`src/sv/ttm_delay.sv`:
```
`timescale 1ns / 1ps
// enabled shift line that keeps side data aligned with the pipeline
// no package dependency

module ttm_delay #(
	parameter int W = 16,
	parameter int D = 1
) (
	input  logic         clk,
	input  logic         en,
	input  logic [W-1:0] din,
	output logic [W-1:0] dout
);

	logic [W-1:0] tap_s [0:D-1];

	always_ff @(posedge clk) begin
		if (en) begin
			tap_s[0] <= din;
		end
	end

	for (genvar k = 1; k < D; k++) begin : g_tap
		always_ff @(posedge clk) begin
			if (en) begin
				tap_s[k] <= tap_s[k-1];
			end
		end
	end

	assign dout = tap_s[D-1];

endmodule

```
`config.mk`:
```
export PLATFORM = sky130hd
export DESIGN_NAME = ttm_delay
export DESIGN_NICKNAME = d
export VERILOG_FILES = /design/src/sv/ttm_delay.sv
export SDC_FILE = /design/constraint.sdc
export NUM_CORES = 1
export LEC_CHECK = 0
export BUFFER_PORTS_ARGS = -buffer_cell sky130_fd_sc_hd__buf_2
export CORE_AREA = 10 10 47 49
export CTS_BUF_LIST = sky130_fd_sc_hd__clkbuf_8
export DETAILED_ROUTE_END_ITERATION = 8
export DIE_AREA = 0 0 57 59
export PLACE_DENSITY = 0.72
export SLEW_MARGIN = 20
export SYNTH_ARGS = -nofsm -noshare
export SYNTH_HDL_FRONTEND = slang
export SYNTH_SLANG_ARGS = --single-unit
```
`constraint.sdc`:
```
create_clock -name clk -period 0.8 [get_ports clk]
set_input_delay 0.12 -clock clk [delete_from_list [all_inputs] [get_ports clk]]
set_output_delay 0.12 -clock clk [all_outputs]
set_load 0.1 [all_outputs]
```
== Word level (Yosys, flattened, before mapping) ==
Memories as Yosys holds them, arrays and structs flattened.
Index checks and enable logic that the tools add are counted.

* Equality and inequality tests: 0
* Mux-type cells: 2
* Bitwise operators: 0
* Multiply operators: 0
* $lt $le $gt $ge: 0
* Reductions and logical operators: 0
* Divide/modulo/power cells: 0
* Shift-type cells: 0
* Add/subtract/negate cells: 0

{| class="wikitable"
|+ Operators with widths
! kind !! number
|-
| two-way mux 1 bit || 2
|}

* Bits in registers: 0
* Bits in latches: 0
* Output and inout port bits: 16
* Bits in writable memories: 16
* Bits in read-only memories: 0
* Memories: 1
* Input port bits: 18
* Word-level logic and storage cells: 3

{| class="wikitable"
|+ Memories
! name !! words !! width !! rd ports !! clocked after memory_dff !! write ports !! line !! RTL
|-
| tap_s || 1 || 16 || 1 || 0 || 1 || 15 || <nowiki>logic [W-1:0] tap_s [0:D-1];</nowiki>
|}

== Depth between registers and ports, before layout ==
Gate-level depths: netlist of run 1.

* Depth after elaboration: 2
* Gate-level depth with buffers: 0

== Least setup slack after synthesis of run 1 ==
No wires, ideal clock.

* Kind: register to output
* From: mem tap_s[0][0]
* To: out dout[0]
* Path buffers: 0
* Data arrival time: 904 ps
* Cell stages (with the launch flop): 1
* Setup slack: -224 ps
* Cells stage by stage: edfxtp_1

* Longest elaborated chain between the ends: 1

{| class="wikitable"
|+ Ends and longest elaborated chain
! item !! line !! RTL
|-
| start, declared || 15 ||
|-
| memory read (1 x 16 bit) || - ||
|-
| end, declared || 12 || <nowiki>output logic [W-1:0] dout</nowiki>
|}

No other way between the ends.

== Worst setup path in the final report of run 1 ==
* From: mem tap_s[0][7]
* To: out dout[7]

The elaborated chain is that of the path after synthesis.

==> flow_summary.json, run 1 <==
{
  "outcome": "finished, violations left",
  "failed_checks": "setup timing",
  "post-cts-setup-buffers": 0,
  "comb.multi_input.count": 0,
  "worst-path-max-fanout": 1,
  "cts_inserted_buffers": 3,
  "yosysSeqAreaShare_pct": 100,
  "timing.setup.tns_ps": -2650,
  "drtIter0Drc": 3,
  "n_fill_cell": 100,
  "multi_input_area_um2": 0,
  "cts.htree.levels": 1,
  "post_cts.resized_instances": 0,
  "min_period_over_period_pct": 122,
  "worst_slew_pin_slew_ps": 126,
  "yosys.area_share.adder_pct": 0,
  "postRouteWirelength_mm": 1.11,
  "grt_remaining_overflow": 0,
  "final_cell_area_um2": 975,
  "mappedNetlistArea_um2": 480,
  "hold_path_class": "in2reg",
  "die_w_um": 57,
  "netlist-cell-type-count": 1,
  "start_kind": "register",
  "final_nets": 74,
  "post_synth_mux_area_share_pct": 0,
  "top_regs": "tap_s x16",
  "xor_xnor_portion_of_the_synthesized_cell_area_pct": 0,
  "layout-drive-gt1-share_pct": 70.4,
  "synthCells": 16,
  "peak_ir_drop_on_the_vdd_network_uv": 1660,
  "final_util_pct": 69.6,
  "grt_pass1_vias": 342,
  "mapped_avg_cell_area_um2": 30.0,
  "wl_per_cell_um": 15.9,
  "cts.sinks": 16,
  "sequential_cell_area_um2": 480,
  "synth_seq_cells": 16,
  "async_reset_ff_share_pct": 0,
  "yosys-top-cells-count": "sky130_fd_sc_hd__edfxtp_1",
  "grt_antenna_before_repair": 0,
  "clock-root-buffer": "sky130_fd_sc_hd__clkbuf_8",
  "count_of_antenna_violating_nets_left_after_detailed_routing": 0,
  "synth_enable_flop_cells": 16,
  "synthDominantAreaCellType": "sky130_fd_sc_hd__edfxtp_1",
  "dieArea_mm2": 0.00336,
  "syn2layout_area_growth_pct": 103,
  "clock_tree_buffer_depth": 2,
  "grt_setup_unrepaired": "yes",
  "cpMaxStageDelayCell": "sky130_fd_sc_hd__edfxtp_1",
  "detailed_routing_iteration_count_for_the_pre_antenna_repair_pass": 4,
  "synth-simple-area-share_pct": 0,
  "mappedNetlistNets": 34,
  "synth.yosys.warnings": 0,
  "top_count_cell_post_synth": "sky130_fd_sc_hd__edfxtp_1",
  "report.final.slew_viol_count": 0,
  "vias_after_detailed_routing": 296,
  "floorplan.core_area_mm2": 0.00140,
  "max_cap_viol_count": 0,
  "placement.setup.worst_slack_ps": 73.3,
  "grt_first_pass_wirelength_mm": 1.72,
  "maxClockFrequency_ghz": 1.02,
  "gp_congestion": 0.657,
  "io-pin-count": 34,
  "critical-path-max-stage-delay_ps": 420,
  "largest_reg_flops": 16,
  "drt-vias-per-instance": 4.23,
  "cts.hold.buffers_added": 0,
  "worstPathCellList": "buf_12",
  "critical_path.n_buffers_inverters": 1,
  "critPathKind": "reg2out",
  "rows": 14,
  "timing.final.hold_violations": 0,
  "setup-violations-final": 16,
  "placed_cell_area_um2": 933,
  "route.detailed.drc": 0,
  "grt_util_all_layers_pct": 7.07,
  "num_antenna_cells": 0,
  "p_leak_nw": 0.410,
  "clk_pin_slew_worst_paths_ps": 60,
  "synth-main-ff-cell": "sky130_fd_sc_hd__edfxtp_1",
  "critical_path_required_ps": 680,
  "synth.area.top_cells": "sky130_fd_sc_hd__edfxtp_1",
  "tritoncts": "yes",
  "worst_slew_margin_rel_pct": 91.6,
  "start_util_pct": 34.3,
  "synth-compound-area-share_pct": 0,
  "yosys.area.top_type_share_pct": 100,
  "critical-path-top-delay-family": "flip-flops",
  "timing.final.ws_setup_ps": -176,
  "registers.top_by_ff_count": "tap_s",
  "power_density_mw_per_mm2": 2490,
  "die-height_um": 59,
  "pin_count_of_the_biggest_net_entering_global_routing": 12,
  "crit_arrival_ps": 860,
  "worstSetupEndpointType": "output port",
  "final.min_clock_period_ps": 976,
  "numPortBuffers": 33
}
-- placed cells by master, fill, tap and decap left out --
master and instances:
sky130_fd_sc_hd__buf_4 1, sky130_fd_sc_hd__edfxtp_1 16, sky130_fd_sc_hd__clkbuf_8 3, sky130_fd_sc_hd__buf_2 17, sky130_fd_sc_hd__buf_12 17
-- area by class of cell --
| cell class | count | area share [%] |
|---|---|---|
| Sequential cell | 16 | 49.3 |
| Timing Repair Buffer | 35 | 44.4 |
| Clock buffer | 3 | 4.24 |
| Tap cell | 16 | 2.05 |
-- report_power, final --
part	switching (mW)	leakage, nW	internal [mW]
clock	0.245	0.0216	0.333
sequential	0.0507	0.157	1.00
combinational	0.521	0.231	0.278
-- routing by layer --
metal  up-vias  wire, µm  global-route usage [%]
met5         -         0                       0
met4         0        12                    6.04
met3         2       224                    7.08
met2        25       552                    10.9
met1       129       322                    4.97
li1        140         -                       -
-- cells by family after synthesis --
family and after synthesis:
flip-flops 16
-- per-stage QoR --
step	power (mW)	hold WS (ps)	cells
finish	2.43	45.5	70
floorplan	1.51	219	16
global route	2.52	30.6	70
detailed placement	1.88	298	67
CTS	2.46	37.5	70
global placement	1.87	298	67
-- final timing paths --
kind	from	to	slack [ps]	depth (start not counted)
worst max-delay path	tap_s[0][7]$_DFFE_PP_	dout[7]	-180	1
worst min-delay path	din[4]	tap_s[0][4]$_DFFE_PP_	50	1
(Power assumes the default switching activity.)
==> run 2: changes to the inputs <==
--- a/config.mk
+++ b/config.mk
@@ -5,12 +5,13 @@
 export SDC_FILE = /design/constraint.sdc
 export NUM_CORES = 1
 export LEC_CHECK = 0
+export ABC_AREA = 1
 export BUFFER_PORTS_ARGS = -buffer_cell sky130_fd_sc_hd__buf_2
-export CORE_AREA = 10 10 47 49
+export CORE_ASPECT_RATIO = 1.1
+export CORE_MARGIN = 10
+export CORE_UTILIZATION = 25
 export CTS_BUF_LIST = sky130_fd_sc_hd__clkbuf_8
 export DETAILED_ROUTE_END_ITERATION = 8
-export DIE_AREA = 0 0 57 59
-export PLACE_DENSITY = 0.72
 export SLEW_MARGIN = 20
 export SYNTH_ARGS = -nofsm -noshare
 export SYNTH_HDL_FRONTEND = slang
==> flow_summary.json, run 2 (synthesis results as in run 1) <==
{
  "detailed_routing_iteration_count_for_the_pre_antenna_repair_pass": 3,
  "min_period_over_period_pct": 123,
  "die_w_um": 61.8,
  "dieArea_mm2": 0.00408,
  "hold_slack_ps": 48.0,
  "grt_antenna_before_repair": 0,
  "setup-violations-final": 16,
  "wl_per_cell_um": 15.5,
  "start_kind": "register",
  "p_leak_nw": 0.406,
  "grt_setup_unrepaired": "yes",
  "cts.hold.buffers_added": 0,
  "timing.final.ws_setup_ps": -182,
  "worstPathCellList": "buf_12",
  "final_cell_mix": "sky130_fd_sc_hd__buf_2, sky130_fd_sc_hd__buf_12, sky130_fd_sc_hd__edfxtp_1",
  "gp_congestion": 0.590,
  "timing.setup.tns_ps": -2660,
  "tritoncts": "yes",
  "cts.htree.levels": 1,
  "final_nets": 73,
  "critPathKind": "reg2out",
  "clock_tree_buffer_depth": 2,
  "num_antenna_cells": 0,
  "final.min_clock_period_ps": 982,
  "io-pin-count": 34,
  "post-cts-setup-buffers": 0,
  "cpMaxStageDelayCell": "sky130_fd_sc_hd__edfxtp_1",
  "max_cap_viol_count": 0,
  "hold_path_class": "in2reg",
  "critical_path_required_ps": 680,
  "vias_after_detailed_routing": 286,
  "p_total_mw": 2.44,
  "cts_inserted_buffers": 3,
  "crit_arrival_ps": 860,
  "start_util_pct": 26.7,
  "clock-root-buffer": "sky130_fd_sc_hd__clkbuf_8",
  "drt-vias-per-instance": 3.97,
  "syn2layout_area_growth_pct": 103,
  "grt_remaining_overflow": 0,
  "floorplan.core_area_mm2": 0.00180,
  "registers.top_by_ff_count": "tap_s",
  "drtIter0Drc": 4,
  "rows": 16,
  "die-height_um": 66.0,
  "route.detailed.drc": 0,
  "peak_ir_drop_on_the_vdd_network_uv": 1470,
  "cts.sinks": 16,
  "worst_slew_pin_slew_ps": 128,
  "report.final.slew_viol_count": 0,
  "pin_count_of_the_biggest_net_entering_global_routing": 16,
  "grt_first_pass_wirelength_mm": 1.64,
  "timing.final.hold_violations": 0,
  "numPortBuffers": 33,
  "clk_pin_slew_worst_paths_ps": 60,
  "power_density_mw_per_mm2": 2510,
  "worst_slew_margin_rel_pct": 91.5,
  "failed_checks": "setup timing",
  "post_cts.resized_instances": 0,
  "final_util_pct": 54.0,
  "count_of_antenna_violating_nets_left_after_detailed_routing": 0,
  "critical-path-top-delay-family": "flip-flops",
  "critical-path-max-stage-delay_ps": 420,
  "worstSetupEndpointType": "output port",
  "layout-drive-gt1-share_pct": 68.5,
  "grt_util_all_layers_pct": 5.81,
  "comb.multi_input.count": 0,
  "largest_reg_flops": 16,
  "grt_pass1_vias": 339,
  "postRouteWirelength_mm": 1.11,
  "top_regs": "tap_s x16",
  "critical_path.n_buffers_inverters": 1,
  "worst-path-max-fanout": 1,
  "placement.setup.worst_slack_ps": 76.2,
  "maxClockFrequency_ghz": 1.02,
  "multi_input_area_um2": 0,
  "outcome": "finished, violations left"
}
==> run 2: cell count changes in the layout (fill, tap and decap cells not counted), sizes merged <==
cell,previous run,this run
buf,35,34
clkinv,0,1
==> run 2: worst paths after layout <==
check / start / endpoint / slack, ps / cells past startpoint
setup / recovery: tap_s[0][14]$_DFFE_PP_ / dout[14] / -180 / 1
hold / removal: din[15] / tap_s[0][15]$_DFFE_PP_ / 50 / 1
==> run 2: power by group <==
group / switching (mW) / leakage (nW) / total, mW / internal (mW)
combinational: 0.522 / 0.227 / 0.797 / 0.275
sequential: 0.0517 / 0.157 / 1.05 / 1.00
clock: 0.254 / 0.0231 / 0.593 / 0.339
==> run 2: metrics by stage <==
| step | std cells | cell area, µm² |
|---|---|---|
| floorplan | 16 | 480 |
| global placement | 68 | 928 |
| detailed placement | 68 | 928 |
| CTS | 72 | 973 |
| global route | 72 | 973 |
| finish | 72 | 973 |
==> run 2: cell type report <==
| cell class | instances | area (µm²) |
|---|---|---|
| well taps | 18 | 22.5 |
| flip-flops and latches | 16 | 480 |
| fillers | 147 | 828 |
| repair buffers | 34 | 425 |
| clock buffers | 3 | 41.3 |
| clock inverters | 1 | 3.75 |
==> run 2: metal layers <==
layer / routed length, µm / up-vias / global-route usage (%)
met2: 564 / 18 / 8.47
met4: 9 / 0 / 4.19
met1: 377 / 126 / 5.63
met5: 0 / - / 0
li1: - / 140 / -
met3: 161 / 2 / 4.04
